[src/hdl/assert_macros.svh]
// ----------------------------------------------------------------------------
// assert_macros.svh
// concurrent assertion helpers on the block clock and reset
// ----------------------------------------------------------------------------
`ifndef ASSERT_MACROS_SVH
`define ASSERT_MACROS_SVH

// general form with explicit clock and active-low reset
`define ASSERT_CLK(label, clk, rst_n, prop, msg) \
  label: assert property (@(posedge clk) disable iff (!rst_n) (prop)) else $error(msg);

// same-cycle implication on clk_i / rst_ni
`define ASSERT_IMP(label, ante, cons, msg) \
  `ASSERT_CLK(label, clk_i, rst_ni, (ante) |-> (cons), msg)

// next-cycle implication on clk_i / rst_ni
`define ASSERT_NXT(label, ante, cons, msg) \
  `ASSERT_CLK(label, clk_i, rst_ni, (ante) |=> (cons), msg)

`endif

[src/hdl/fmrc_pkg.sv]
// ----------------------------------------------------------------------------
// fmrc_pkg
// shared types, constants and helpers of the first-move row run compressor
// ----------------------------------------------------------------------------
package fmrc_pkg;

  localparam int MAX_RECTS  = 8;
  localparam int NODE_BITS  = 20;
  localparam int COORD_BITS = 16;

  localparam int RANK_W  = 20;
  localparam int MASK_W  = 16;
  localparam int MOVE_W  = 4;
  localparam int MODE_W  = 2;
  localparam int SLOT_W  = 3;
  localparam int RCNT_IN_W = 4;
  localparam int CADDR_W = 3;
  localparam int CFG_W0  = (NODE_BITS > RANK_W) ? NODE_BITS : RANK_W;
  localparam int CFG_W   = (CFG_W0 > COORD_BITS) ? CFG_W0 : COORD_BITS;

  localparam int RIDX_W = (MAX_RECTS > 1) ? $clog2(MAX_RECTS) : 1;
  localparam int RCNT_W = $clog2(MAX_RECTS + 1);

  localparam logic [MASK_W-1:0] MASK_SOURCE = 16'h7FFF;
  localparam logic [MASK_W-1:0] MASK_ALL    = 16'hFFFF;
  localparam logic [MASK_W-1:0] MASK_EMPTY  = 16'h8000;

  typedef enum logic [CADDR_W-1:0] {
    REG_SOURCE_INDEX = 3'd0,
    REG_SOURCE_RANK  = 3'd1,
    REG_SOURCE_X     = 3'd2,
    REG_SOURCE_Y     = 3'd3,
    REG_MODE         = 3'd4,
    REG_KEEP_DIVISOR = 3'd5,
    REG_DIST_THRESH  = 3'd6,
    REG_RECT_COUNT   = 3'd7
  } cfg_reg_e;

  typedef struct packed {
    logic [COORD_BITS-1:0] north;
    logic [COORD_BITS-1:0] south;
    logic [COORD_BITS-1:0] west;
    logic [COORD_BITS-1:0] east;
  } rect_entry_t;

  typedef struct packed {
    logic busy;
    logic flag;
  } unit_stat_t;

  typedef struct packed {
    logic [NODE_BITS-1:0] run_start;
    logic [MOVE_W-1:0]    first_move;
    logic                 last_of_row;
  } out_word_t;

  function automatic logic [MOVE_W-1:0] lowest_bit(input logic [MASK_W-1:0] m);
    logic [MOVE_W-1:0] r;
    r = '0;
    for (int i = MASK_W - 1; i >= 0; i--) begin
      if (m[i]) begin
        r = MOVE_W'(i);
      end
    end
    return r;
  endfunction

endpackage

[src/hdl/fmrc_div.sv]
// ----------------------------------------------------------------------------
// fmrc_div
// restoring remainder unit, one dividend bit per cycle, flags a zero remainder
// ----------------------------------------------------------------------------
module fmrc_div import fmrc_pkg::*; (
  input  logic                 clk_i,
  input  logic                 rst_ni,
  input  logic                 start_i,
  input  logic [NODE_BITS-1:0] dividend_i,
  input  logic [NODE_BITS-1:0] divisor_i,
  output unit_stat_t           stat_o
);

  localparam int CNT_W = $clog2(NODE_BITS + 1);

  logic                 busy_q;
  logic [CNT_W-1:0]     cnt_q;
  logic [NODE_BITS-1:0] dvd_q;
  logic [NODE_BITS-1:0] rem_q;
  logic [NODE_BITS:0]   trial;
  logic [NODE_BITS:0]   diff;

  assign trial = {rem_q, dvd_q[NODE_BITS-1]};
  assign diff  = trial - {1'b0, divisor_i};

  always_ff @(posedge clk_i or negedge rst_ni) begin
    if (!rst_ni) begin
      busy_q <= 1'b0;
      cnt_q  <= '0;
    end else if (start_i) begin
      busy_q <= 1'b1;
      cnt_q  <= CNT_W'(NODE_BITS);
    end else if (busy_q) begin
      cnt_q <= cnt_q - CNT_W'(1);
      if (cnt_q == CNT_W'(1)) begin
        busy_q <= 1'b0;
      end
    end
  end

  always_ff @(posedge clk_i) begin
    if (start_i) begin
      dvd_q <= dividend_i;
      rem_q <= '0;
    end else if (busy_q) begin
      dvd_q <= {dvd_q[NODE_BITS-2:0], 1'b0};
      if (trial >= {1'b0, divisor_i}) begin
        rem_q <= diff[NODE_BITS-1:0];
      end else begin
        rem_q <= trial[NODE_BITS-1:0];
      end
    end
  end

  assign stat_o.busy = busy_q;
  assign stat_o.flag = (rem_q == '0);

endmodule

[src/hdl/fmrc_rect.sv]
// ----------------------------------------------------------------------------
// fmrc_rect
// rectangle table and scanner, one entry compared per cycle
// ----------------------------------------------------------------------------
module fmrc_rect import fmrc_pkg::*; (
  input  logic                  clk_i,
  input  logic                  rst_ni,
  input  logic                  wr_en_i,
  input  logic [SLOT_W-1:0]     wr_slot_i,
  input  rect_entry_t           wr_entry_i,
  input  logic                  start_i,
  input  logic [RCNT_IN_W-1:0]  count_i,
  input  logic [COORD_BITS-1:0] src_x_i,
  input  logic [COORD_BITS-1:0] src_y_i,
  input  logic [COORD_BITS-1:0] tgt_x_i,
  input  logic [COORD_BITS-1:0] tgt_y_i,
  output unit_stat_t            stat_o
);

  rect_entry_t          mem_q [MAX_RECTS];
  rect_entry_t          rd_q;
  logic                 rd_vld_q;
  logic                 busy_q;
  logic                 hit_q;
  logic [RCNT_W-1:0]    idx_q;
  logic [RCNT_W-1:0]    lim_q;
  logic [RCNT_W-1:0]    lim;
  logic                 issue;
  logic                 match;
  logic [COORD_BITS:0]  y_lo, y_hi, x_lo, x_hi;

  assign lim   = (32'(count_i) > MAX_RECTS) ? RCNT_W'(MAX_RECTS) : RCNT_W'(count_i);
  assign issue = busy_q && (idx_q < lim_q);

  // target inside: sy - n <= y <= sy + s and sx - w <= x <= sx + e
  assign y_lo  = {1'b0, tgt_y_i} + {1'b0, rd_q.north};
  assign y_hi  = {1'b0, src_y_i} + {1'b0, rd_q.south};
  assign x_lo  = {1'b0, tgt_x_i} + {1'b0, rd_q.west};
  assign x_hi  = {1'b0, src_x_i} + {1'b0, rd_q.east};
  assign match = (y_lo >= {1'b0, src_y_i}) && ({1'b0, tgt_y_i} <= y_hi) &&
                 (x_lo >= {1'b0, src_x_i}) && ({1'b0, tgt_x_i} <= x_hi);

  always_ff @(posedge clk_i) begin
    if (wr_en_i && (32'(wr_slot_i) < MAX_RECTS)) begin
      mem_q[wr_slot_i[RIDX_W-1:0]] <= wr_entry_i;
    end
    if (issue) begin
      rd_q <= mem_q[idx_q[RIDX_W-1:0]];
    end
  end

  always_ff @(posedge clk_i or negedge rst_ni) begin
    if (!rst_ni) begin
      busy_q   <= 1'b0;
      rd_vld_q <= 1'b0;
      hit_q    <= 1'b0;
      idx_q    <= '0;
      lim_q    <= '0;
    end else if (start_i) begin
      busy_q   <= 1'b1;
      rd_vld_q <= 1'b0;
      hit_q    <= 1'b0;
      idx_q    <= '0;
      lim_q    <= lim;
    end else if (busy_q) begin
      rd_vld_q <= issue;
      if (issue) begin
        idx_q <= idx_q + RCNT_W'(1);
      end
      if (rd_vld_q && match) begin
        hit_q <= 1'b1;
      end
      if (!issue && !rd_vld_q) begin
        busy_q <= 1'b0;
      end
    end
  end

  assign stat_o.busy = busy_q;
  assign stat_o.flag = hit_q;

endmodule

[src/hdl/first_move_row_run_compressor.sv]
// a target word holds ready low until it is merged, so no new word is taken meanwhile:
// the remainder unit walks one index bit per cycle, the WORK state waits until both
// units are done, EVAL forms the mask and MERGE merges it into the run
// the merge waits until the two-word result queue is empty; a load word is taken in idle and stays there
// reset clears configuration, run state and the result queue; the rectangle
// table is left as is and is written by load words only
// ----------------------------------------------------------------------------
// first_move_row_run_compressor
// run-length compression of one first-move row with rectangle and rank rules
// ----------------------------------------------------------------------------
`include "assert_macros.svh"

module first_move_row_run_compressor import fmrc_pkg::*; (
  input  logic                  clk_i,
  input  logic                  rst_ni,
  input  logic                  cfg_we_i,
  input  logic [CADDR_W-1:0]    cfg_addr_i,
  input  logic [CFG_W-1:0]      cfg_data_i,
  input  logic                  in_valid_i,
  output logic                  in_ready_o,
  input  logic                  op_i,
  input  logic [SLOT_W-1:0]     rect_slot_i,
  input  logic [COORD_BITS-1:0] rect_north_i,
  input  logic [COORD_BITS-1:0] rect_south_i,
  input  logic [COORD_BITS-1:0] rect_west_i,
  input  logic [COORD_BITS-1:0] rect_east_i,
  input  logic [NODE_BITS-1:0]  target_index_i,
  input  logic [MASK_W-1:0]     move_mask_i,
  input  logic [RANK_W-1:0]     target_rank_i,
  input  logic [COORD_BITS-1:0] target_x_i,
  input  logic [COORD_BITS-1:0] target_y_i,
  input  logic                  row_end_i,
  output logic                  out_valid_o,
  input  logic                  out_ready_i,
  output logic [NODE_BITS-1:0]  run_start_o,
  output logic [MOVE_W-1:0]     first_move_o,
  output logic                  last_of_row_o
);

  typedef enum logic [1:0] {
    ST_IDLE,
    ST_WORK,
    ST_EVAL,
    ST_MERGE
  } state_e;

  state_e                state_q, state_d;

  logic [NODE_BITS-1:0]  src_idx_q;
  logic [RANK_W-1:0]     src_rank_q;
  logic [COORD_BITS-1:0] src_x_q, src_y_q;
  logic [MODE_W-1:0]     mode_q;
  logic [NODE_BITS-1:0]  divisor_q;
  logic [NODE_BITS-1:0]  thresh_q;
  logic [RCNT_IN_W-1:0]  rcount_q;

  logic [NODE_BITS-1:0]  t_q;
  logic [MASK_W-1:0]     mm_q;
  logic [RANK_W-1:0]     rank_q;
  logic [COORD_BITS-1:0] tx_q, ty_q;
  logic                  row_end_q;
  logic [MASK_W-1:0]     eff_q;

  logic [NODE_BITS-1:0]  run_begin_q;
  logic [MASK_W-1:0]     run_mask_q;
  logic                  run_open_q;

  out_word_t             slot0_q, slot1_q;
  logic                  v0_q, v1_q;

  logic                  accept, pop, can_merge;
  logic                  load_word, target_word;
  unit_stat_t            div_stat, rect_stat;
  rect_entry_t           wr_entry;

  logic [NODE_BITS-1:0]  idx_gap;
  logic                  mult, keep;
  logic [MASK_W-1:0]     own, eff;

  logic [MASK_W-1:0]     both;
  logic                  emit_a, emit_b;
  out_word_t             word_a, word_b;
  logic [NODE_BITS-1:0]  nb;
  logic [MASK_W-1:0]     nm;

  logic                  merge_go, units_idle;

  assign in_ready_o  = (state_q == ST_IDLE);
  assign accept      = in_valid_i && in_ready_o;
  assign load_word   = accept && !op_i;
  assign target_word = accept && op_i;
  assign pop         = v0_q && out_ready_i;
  assign can_merge   = !v0_q && !v1_q;
  assign merge_go    = (state_q == ST_MERGE) && can_merge;
  assign units_idle  = !div_stat.busy && !rect_stat.busy;

  assign wr_entry.north = rect_north_i;
  assign wr_entry.south = rect_south_i;
  assign wr_entry.west  = rect_west_i;
  assign wr_entry.east  = rect_east_i;

  fmrc_div u_div (
    .clk_i      (clk_i),
    .rst_ni     (rst_ni),
    .start_i    (target_word),
    .dividend_i (target_index_i),
    .divisor_i  (divisor_q),
    .stat_o     (div_stat)
  );

  fmrc_rect u_rect (
    .clk_i      (clk_i),
    .rst_ni     (rst_ni),
    .wr_en_i    (load_word),
    .wr_slot_i  (rect_slot_i),
    .wr_entry_i (wr_entry),
    .start_i    (target_word),
    .count_i    (rcount_q),
    .src_x_i    (src_x_q),
    .src_y_i    (src_y_q),
    .tgt_x_i    (tx_q),
    .tgt_y_i    (ty_q),
    .stat_o     (rect_stat)
  );

  // effective mask of the held target
  assign idx_gap = (t_q >= src_idx_q) ? (t_q - src_idx_q) : (src_idx_q - t_q);
  assign mult    = div_stat.flag;
  assign keep    = (mode_q[1] && (idx_gap > thresh_q) && mult) || (mode_q[0] && mult);
  assign own     = (mm_q == '0) ? MASK_EMPTY : mm_q;

  always_comb begin
    if (t_q == src_idx_q) begin
      eff = MASK_SOURCE;
    end else if (rect_stat.flag) begin
      eff = MASK_ALL;
    end else if (src_rank_q < rank_q) begin
      eff = keep ? own : MASK_ALL;
    end else begin
      eff = own;
    end
  end

  // run merge
  assign both = run_mask_q & eff_q;

  always_comb begin
    emit_a = 1'b0;
    nb     = run_begin_q;
    nm     = run_mask_q;
    if (!run_open_q) begin
      nb = t_q;
      nm = eff_q;
    end else if (both == '0) begin
      emit_a = 1'b1;
      nb     = t_q;
      nm     = eff_q;
    end else begin
      nm = both;
    end
    emit_b             = row_end_q;
    word_a.run_start   = run_begin_q;
    word_a.first_move  = lowest_bit(run_mask_q);
    word_a.last_of_row = 1'b0;
    word_b.run_start   = nb;
    word_b.first_move  = lowest_bit(nm);
    word_b.last_of_row = 1'b1;
  end

  always_comb begin
    state_d = state_q;
    case (state_q)
      ST_IDLE: begin
        if (target_word) begin
          state_d = ST_WORK;
        end
      end
      ST_WORK: begin
        if (!div_stat.busy && !rect_stat.busy) begin
          state_d = ST_EVAL;
        end
      end
      ST_EVAL: begin
        state_d = ST_MERGE;
      end
      ST_MERGE: begin
        if (can_merge) begin
          state_d = ST_IDLE;
        end
      end
      default: begin
        state_d = ST_IDLE;
      end
    endcase
  end

  always_ff @(posedge clk_i or negedge rst_ni) begin
    if (!rst_ni) begin
      state_q     <= ST_IDLE;
      src_idx_q   <= '0;
      src_rank_q  <= '0;
      src_x_q     <= '0;
      src_y_q     <= '0;
      mode_q      <= '0;
      divisor_q   <= NODE_BITS'(1);
      thresh_q    <= '0;
      rcount_q    <= '0;
      run_begin_q <= '0;
      run_mask_q  <= '0;
      run_open_q  <= 1'b0;
      v0_q        <= 1'b0;
      v1_q        <= 1'b0;
    end else begin
      state_q <= state_d;
      if (cfg_we_i) begin
        case (cfg_reg_e'(cfg_addr_i))
          REG_SOURCE_INDEX: src_idx_q  <= cfg_data_i[NODE_BITS-1:0];
          REG_SOURCE_RANK:  src_rank_q <= cfg_data_i[RANK_W-1:0];
          REG_SOURCE_X:     src_x_q    <= cfg_data_i[COORD_BITS-1:0];
          REG_SOURCE_Y:     src_y_q    <= cfg_data_i[COORD_BITS-1:0];
          REG_MODE:         mode_q     <= cfg_data_i[MODE_W-1:0];
          REG_KEEP_DIVISOR: divisor_q  <= cfg_data_i[NODE_BITS-1:0];
          REG_DIST_THRESH:  thresh_q   <= cfg_data_i[NODE_BITS-1:0];
          REG_RECT_COUNT:   rcount_q   <= cfg_data_i[RCNT_IN_W-1:0];
          default: ;
        endcase
      end
      if (state_q == ST_MERGE && can_merge) begin
        run_begin_q <= nb;
        run_mask_q  <= nm;
        run_open_q  <= !row_end_q;
        v0_q        <= emit_a || emit_b;
        v1_q        <= emit_a && emit_b;
      end else if (pop) begin
        v0_q <= v1_q;
        v1_q <= 1'b0;
      end
    end
  end

  always_ff @(posedge clk_i) begin
    if (target_word) begin
      t_q       <= target_index_i;
      mm_q      <= move_mask_i;
      rank_q    <= target_rank_i;
      tx_q      <= target_x_i;
      ty_q      <= target_y_i;
      row_end_q <= row_end_i;
    end
    if (state_q == ST_EVAL) begin
      eff_q <= eff;
    end
    if (state_q == ST_MERGE && can_merge) begin
      slot0_q <= emit_a ? word_a : word_b;
      slot1_q <= word_b;
    end else if (pop) begin
      slot0_q <= slot1_q;
    end
  end

  assign out_valid_o   = v0_q;
  assign run_start_o   = slot0_q.run_start;
  assign first_move_o  = slot0_q.first_move;
  assign last_of_row_o = slot0_q.last_of_row;

  `ASSERT_IMP(a_queue_order, v1_q, v0_q, "second queue word without a head word")
  `ASSERT_IMP(a_units_quiet, state_q == ST_IDLE, units_idle, "unit busy while idle")
  `ASSERT_NXT(a_row_close, merge_go && row_end_q, !run_open_q && v0_q, "row end did not flush")
  `ASSERT_IMP(a_eval_ready, state_q == ST_EVAL, units_idle, "mask formed before units finished")

endmodule
[config.mk]
export PLATFORM = sky130hd
export DESIGN_NAME = first_move_row_run_compressor
export DESIGN_NICKNAME = d
export VERILOG_FILES = /design/src/hdl/fmrc_pkg.sv /design/src/hdl/fmrc_div.sv /design/src/hdl/fmrc_rect.sv /design/src/hdl/first_move_row_run_compressor.sv
export VERILOG_INCLUDE_DIRS = /design/src /design/src/hdl
export SDC_FILE = /design/constraint.sdc
export NUM_CORES = 1
export LEC_CHECK = 0
export BUFFER_PORTS_ARGS = -buffer_cell sky130_fd_sc_hd__buf_4
export CAP_MARGIN = 20
export CELL_PAD_IN_SITES_DETAIL_PLACEMENT = 1
export CELL_PAD_IN_SITES_GLOBAL_PLACEMENT = 2
export CORE_ASPECT_RATIO = 0.7
export CORE_UTILIZATION = 48
export DETAILED_ROUTE_END_ITERATION = 8
export HOLD_SLACK_MARGIN = 0.08
export PLACE_DENSITY_LB_ADDON = 0.1
export REMOVE_ABC_BUFFERS = 1
export SLEW_MARGIN = 10
export SYNTH_ARGS = -nofsm -noshare
export SYNTH_HDL_FRONTEND = slang
export SYNTH_SLANG_ARGS = --single-unit
[constraint.sdc]
create_clock -name clk_i -period 17.4 [get_ports clk_i]
set_clock_uncertainty 0.2 [all_clocks]
set_input_delay 4.35 -clock clk_i [delete_from_list [all_inputs] [get_ports clk_i]]
set_output_delay 4.35 -clock clk_i [all_outputs]
set_load 0.02 [all_outputs]
==> impl_metrics.json, run 1 <==
{
  "boundaryPins": 212,
  "final_antenna_net_count": 0,
  "slowest_delay_ps": 690,
  "worstSetupStartpointType": "register",
  "post-route-util_pct": 55.3,
  "post-route-min-period_ps": 6690,
  "drtPass1Iterations": 5,
  "critical_path_buf_inv_count": 3,
  "drc": 0,
  "arrival_ps": 7030,
  "cts_buffer_depth": 3,
  "hold_class": "register to register",
  "synth-seq-cells": 946,
  "hpwl_mm": 77.1,
  "avgSynthCellArea_sq_um": 14.4,
  "fp.dieW_microns": 363,
  "yosysSeqAreaShare_pct": 62.5,
  "fin_setup_tns_ps": 0,
  "power_density_nw_per_um2": 158,
  "synthArstFlopShare_pct": 18.6,
  "max_slew_margin_pct": 20.9,
  "final_cell_area_sq_um": 49800,
  "synth_flop_cell": "edfxtp_1",
  "timing.fmax_mhz": 149,
  "required_ps": 17740,
  "cts-root-buf": "clkbuf_16",
  "cts_hold_buffers": 0,
  "grt_max_degree": 104,
  "postPlaceCellArea_sq_um": 46800,
  "vias_per_cell": 5.74,
  "tightest_slew_ps": 1190,
  "setup_viol": 0,
  "grt_overflow": 0,
  "cp_top_family": "simple AND/OR/NAND/NOR gates",
  "wl_met2_mm": 52.0,
  "io_buffers": 211,
  "num_rows": 92,
  "final_nets": 3687,
  "worstHoldPathCells": 2,
  "holdCritStartpoint": "u_rect.lim_q[0]",
  "reg2regPathDepth": 25,
  "end_kind": "register",
  "antenna_found_initial": 11,
  "synth-edff-count": 750,
  "cp_slowest_cell": "nor2_4",
  "instances_no_fill": 4561,
  "gp_congestion": 0.885,
  "core-area_sq_um": 90100,
  "dpl.cell_count": 4385,
  "groute.usage.overall_pct": 25.2,
  "top_layer": "met5",
  "synth_cells": 3027,
  "min_to": "u_rect.lim_q[0]",
  "cp_max_fo": 32,
  "cap_violations": 0,
  "h-tree-depth": 3,
  "cts_resized": 0,
  "status": "complete, no violations",
  "wl_met3_mm": 5.78,
  "r2r_slack_ps": 10710,
  "cts_made_buffers": 92,
  "insertion_delay_ps": 700,
  "leakage_nw": 18.9,
  "dieArea_sq_um": 92300,
  "grt_pass1_vias": 27800,
  "die_y_microns": 255,
  "synthDistinctLibCells": 89,
  "cts_tree": "done",
  "synth-warning-count": 0,
  "area_growth_pct": 14.0,
  "netlist_area_sq_um": 43700,
  "cts.sinks": 946,
  "drt_iter0_markers": 1738,
  "rr_endpoint": "eff_q[15]",
  "fin_hold_ws_ps": 275,
  "finalMaxSlewViolations": 0,
  "grt_first_pass_wirelength_mm": 173,
  "post-cts-setup-buffers": 0,
  "hold_viol": 0,
  "vdd_drop_max_uv": 130,
  "avgRoutedWirePerCell_microns": 25.2,
  "worstSetupPathType": "register to register",
  "drive_above_1_share_pct": 22.1,
  "start_util_pct": 48.5,
  "fin_crit_sh_pct": 38.4,
  "cts.clk_slew.worst_paths_ps": 60,
  "timing.rr.start": "t_q[0]",
  "wl_mm": 115,
  "via_count": 26200,
  "rsz0062_at_grt": "no",
  "wl_met1_mm": 55.1
}
-- cells in the mapped netlist, types with 9 or more instances --
cell,count,area share [%]
a21oi_1,138,1.6
o21bai_1,16,0.27
dfxtp_1,20,0.92
dfrtp_1,175,10
a31oi_1,9,0.13
o21a_1,15,0.26
xor2_1,34,0.68
ha_1,236,6.8
buf_1,18,0.15
clkbuf_1,80,0.69
mux4_2,128,6.6
nor3_1,57,0.65
nand4_1,28,0.40
mux2i_1,36,0.82
mux2_2,171,4.4
edfxtp_1,750,52
or3_1,10,0.14
nand3_1,34,0.39
nor4_1,19,0.27
o22a_1,15,0.30
nand2_1,275,2.4
nand2b_1,25,0.36
nor2_1,68,0.58
a21o_1,63,1.1
inv_1,175,1.5
nor2b_1,26,0.37
xnor2_1,61,1.2
o211ai_1,14,0.24
o21ai_0,165,1.9
-- logic make-up (layout without fill, tap and decap cells) --
kind of cell               count (synthesis)  count (layout)  synth area share (%)
and+or+nand+nor                          592             592                  6.42
other                                      0               1                     0
DFF                                      946             946                  62.5
muxes                                    338             338                  11.9
adders and majority gates                243             243                  7.07
xor gates and xnor gates                  95              95                  1.90
AOI/OAI and AO/OA                        525             525                  7.63
buffers and inverters                    288             599                  2.56
-- report_power, final --
part | internal [mW] | total (mW) | switching, mW | leakage [nW]
sequential | 2.85 | 3.10 | 0.253 | 9.09
combinational | 1.22 | 2.76 | 1.54 | 8.34
clock | 1.10 | 1.99 | 0.897 | 1.46
-- metal layers --
metal  vias to the layer above  GRT usage [%]
met5                         -              0
met4                        10           5.21
met3                       150           4.50
met2                       538           38.7
met1                     13600           37.7
li1                      11900              -
-- flip-flops by register name (all words and copies together), names as in the netlist, 20 cells and up --
name and flops:
thresh_q 20, u_rect.mem_q 512, run_start_o 20, u_div.rem_q 20, u_div.dvd_q 20, t_q 20, slot1_q 24, divisor_q 20
u_rect.rd_q 64, rank_q 20, src_rank_q 20, run_begin_q 20, src_idx_q 20
-- worst register-to-register path, cell delays in order, from the launching register on --
cell	delay (ps)
edfxtp_1	430
inv_1	90
ha_1	240
inv_1	80
fa_1	380
a21o_1	200
a221o_1	350
o211ai_2	270
a21boi_4	110
nor2_4	690
mux2_1	410
or3_1	360
a211oi_2	260
o41ai_2	130
xor2_1	150
ha_1	310
nand3_1	100
nor2_1	170
nand4_1	150
or4_1	560
a21oi_1	160
o21ai_0	80
o21ai_0	110
o21ai_1	110
buf_4	220
a31oi_1	200
-- through the flow --
stage / setup slack [ps] / power, mW
5_1_grt: 10360 / 8.31
2_1_floorplan: 7160 / 5.09
3_3_place_gp: 10210 / 5.78
6_report: 10710 / 7.86
4_1_cts: 10710 / 7.92
3_5_place_dp: 10160 / 5.90
-- worst max path at each step --
stage | start | endpoint | slack (ps) | cells past startpoint
2_1_floorplan | u_rect.idx_q[0] | u_rect.idx_q[3] | 7160 | 7
3_5_place_dp | op_i | u_rect.mem_q[2][37] | 10160 | 4
4_1_cts | t_q[0] | eff_q[15] | 10710 | 25
3_3_place_gp | op_i | u_rect.mem_q[2][48] | 10210 | 4
6_report | t_q[0] | eff_q[15] | 10710 | 25
5_1_grt | t_q[0] | eff_q[15] | 10360 | 25
-- layout make-up --
type,instances,area (sq um)
diodes,1,2.50
fillers,8611,40300
clock inverters,51,509
flip-flops and latches,946,27300
inverters,176,666
repair buffers,250,1910
multi-input cells,1793,15400
clock buffers,122,2490
well taps,1222,1530
-- layout by cell type (no fill, tap or decap), types with 26 or more instances in the layout --
cell type,synthesis,routed
dfrtp_1,175,171
a21o_1,63,63
nor2b_1,26,26
xor2_1,34,34
nand2_1,275,274
edfxtp_1,750,750
nor2_1,68,62
clkbuf_16,0,92
mux2_2,171,171
mux4_2,128,128
buf_4,3,244
a21oi_1,138,138
ha_1,236,236
nor3_1,57,54
o21ai_0,165,165
mux2i_1,36,36
nand4_1,28,28
xnor2_1,61,61
nand3_1,34,33
inv_1,175,175
Power figures use the tool's default switching activity.
==> inputs of run 2 (changes only) <==
- ABC_AREA: default -> 1
- CORE_UTILIZATION: 48 -> 37
- clock period: 17.4 -> 5.6 ns (I/O delays scaled with it)
==> impl_metrics.json, run 2 <==
{
  "cts.sinks": 946,
  "gp_congestion": 0.841,
  "hpwl_mm": 85.1,
  "die_y_microns": 290,
  "synth_area_leaders": "edfxtp_1 (51%), dfrtp_1 (10%), ha_1 (6.7%)",
  "required_ps": 5850,
  "leakage_nw": 20.2,
  "core-area_sq_um": 117000,
  "cp_max_fo": 17,
  "cp_common_cell": "inv_1",
  "synth-edff-count": 750,
  "drtPass1Iterations": 5,
  "avgRoutedWirePerCell_microns": 21.5,
  "cts_made_buffers": 98,
  "end_kind": "register",
  "antenna_found_initial": 21,
  "grt_first_pass_wirelength_mm": 195,
  "synth-warning-count": 0,
  "critical_path_buf_inv_count": 6,
  "synthArstFlopShare_pct": 18.6,
  "area_growth_pct": 16.1,
  "fin_setup_tns_ps": 0,
  "timing.fmax_mhz": 192,
  "dpl.cell_count": 5766,
  "hold_viol": 0,
  "final_common_cell": "edfxtp_1",
  "max_slew_margin_pct": 11.6,
  "finalMaxSlewViolations": 0,
  "synth_flop_cell": "edfxtp_1",
  "instances_no_fill": 5958,
  "boundaryPins": 212,
  "cp_top_family": "simple AND/OR/NAND/NOR gates",
  "post-synth-top-count-cell": "edfxtp_1",
  "layout_common_cells": "edfxtp_1 (750), nand2_1 (622), nor2_1 (581)",
  "vias_per_cell": 5.13,
  "yosysSeqAreaShare_pct": 62.2,
  "io_buffers": 211,
  "synth_top_cells_by_count": "edfxtp_1 (750), nand2_1 (624), nor2_1 (590)",
  "synth-seq-cells": 946,
  "vdd_drop_max_uv": 283,
  "power_density_nw_per_um2": 487,
  "insertion_delay_ps": 700,
  "setup_viol": 0,
  "grt_overflow": 0,
  "grt_max_degree": 170,
  "netlist.area_leader.share_pct": 51.3,
  "synthDistinctLibCells": 65,
  "slowest_delay_ps": 440,
  "fin_crit_sh_pct": 93.1,
  "final_nets": 4746,
  "tightest_slew_ps": 1330,
  "drt_iter0_markers": 2088,
  "largest_reg_flops": 512,
  "cts_tree": "done",
  "drc": 0,
  "worstSetupStartpointType": "register",
  "wl_mm": 128,
  "arrival_ps": 5460,
  "cts-root-buf": "clkbuf_16",
  "rsz0062_at_grt": "no",
  "cp_slowest_cell": "fa_1",
  "groute.usage.overall_pct": 21.5,
  "fin_hold_ws_ps": 282,
  "start_util_pct": 37.4,
  "worstSetupPathType": "register to register",
  "post-route-min-period_ps": 5210,
  "cts.clk_slew.worst_paths_ps": 60,
  "multiInputGateArea_sq_um": 14800,
  "seq_area_sq_um": 27300,
  "dieArea_sq_um": 120000,
  "cap_violations": 0,
  "finalWorstSetupSlack_ps": 386,
  "yosysTopAreaCell": "edfxtp_1",
  "hold_class": "register to register",
  "num_rows": 105,
  "fp.dieW_microns": 414,
  "grt_pass1_vias": 30900,
  "via_count": 30600,
  "avgSynthCellArea_sq_um": 10.7,
  "drive_above_1_share_pct": 11.0,
  "pre_cts_slack_ps": 147,
  "cts_buffer_depth": 3,
  "synth_cells": 4112,
  "fillers": 12800,
  "netlist_area_sq_um": 43900,
  "final_antenna_net_count": 0,
  "h-tree-depth": 3,
  "status": "complete, no violations"
}
run 2: cell types whose count changed after synthesis, sizes merged, moves of 61 or more:
cell	before	now
nor2	69	593
o21ai	170	541
nand2	276	630
mux2	174	3
inv	176	342
mux4	128	0
a31oi	9	94
o22ai	0	78
a21oi	139	200
run 2: cell families after synthesis:
family,after synthesis,synth area share [%]
xor gates and xnor gates,90,1.79
and+or+nand+nor,1344,12.1
buffers and inverters,504,4.39
muxes,3,0.0854
DFF,946,62.2
adders and majority gates,243,7.04
AOI/OAI and AO/OA,982,12.4
run 2: worst paths after layout:
path / from / to / slack, ps / cells past startpoint
setup / recovery: t_q[0] / eff_q[3] / 390 / 27
max in group asynchronous: rst_ni / divisor_q[0] / 3690 / 2
hold reg to reg: divisor_q[13] / divisor_q[13] / 280 / 2
hold / removal: divisor_q[13] / divisor_q[13] / 280 / 2
min in group asynchronous: rst_ni / run_begin_q[16] / 580 / 1
setup reg to reg: t_q[0] / eff_q[3] / 390 / 27
run 2: final cells by class:
type	instances	area share (%)
flip-flops and latches	946	53.6
multi-input cells	2662	29.0
clock buffers	130	5.24
repair buffers	266	4.32
well taps	1551	3.80
inverters	344	2.56
clock inverters	55	1.50
diodes	4	0.0196
run 2: timing repair:
item | 4_1_cts | 5_1_grt
hold buffers | 0 | 0
resized for setup | 0 | 5
setup buffers | 0 | 1
endpoints found under the setup margin | 0 | 15
run 2: tightest hold or removal path, cell delays in order (launching register included):
cell and delay [ps]:
dfrtp_1 340, nand2_1 50, o21ai_0 60
run 2: metrics by stage:
stage | power [mW] | utilization, % | instance area [sq um]
after global placement | 17.9 | 40.4 | 47500
after global routing | 26.6 | 43.4 | 51000
after CTS | 25.2 | 43.4 | 50900
final | 24.8 | 43.4 | 51000
after detailed placement | 18.0 | 40.4 | 47500
after floorplan | 15.0 | - | 43300
run 2: power breakdown:
part	internal [mW]	total [mW]	switching, mW
Clock	4.16	7.03	2.87
Combinational	2.87	8.40	5.52
Sequential	8.77	9.41	0.636
run 2: metal layers:
layer  wire [microns]  track usage, %  share of wire, %  vias up
li1                 -               -                 -    14800
met1            65400            33.1                51    15100
met2            55900            32.0                44      478
met3             5120            3.26               4.0      131
met4             1830            3.62               1.4       10
met5               66               0             0.051        -
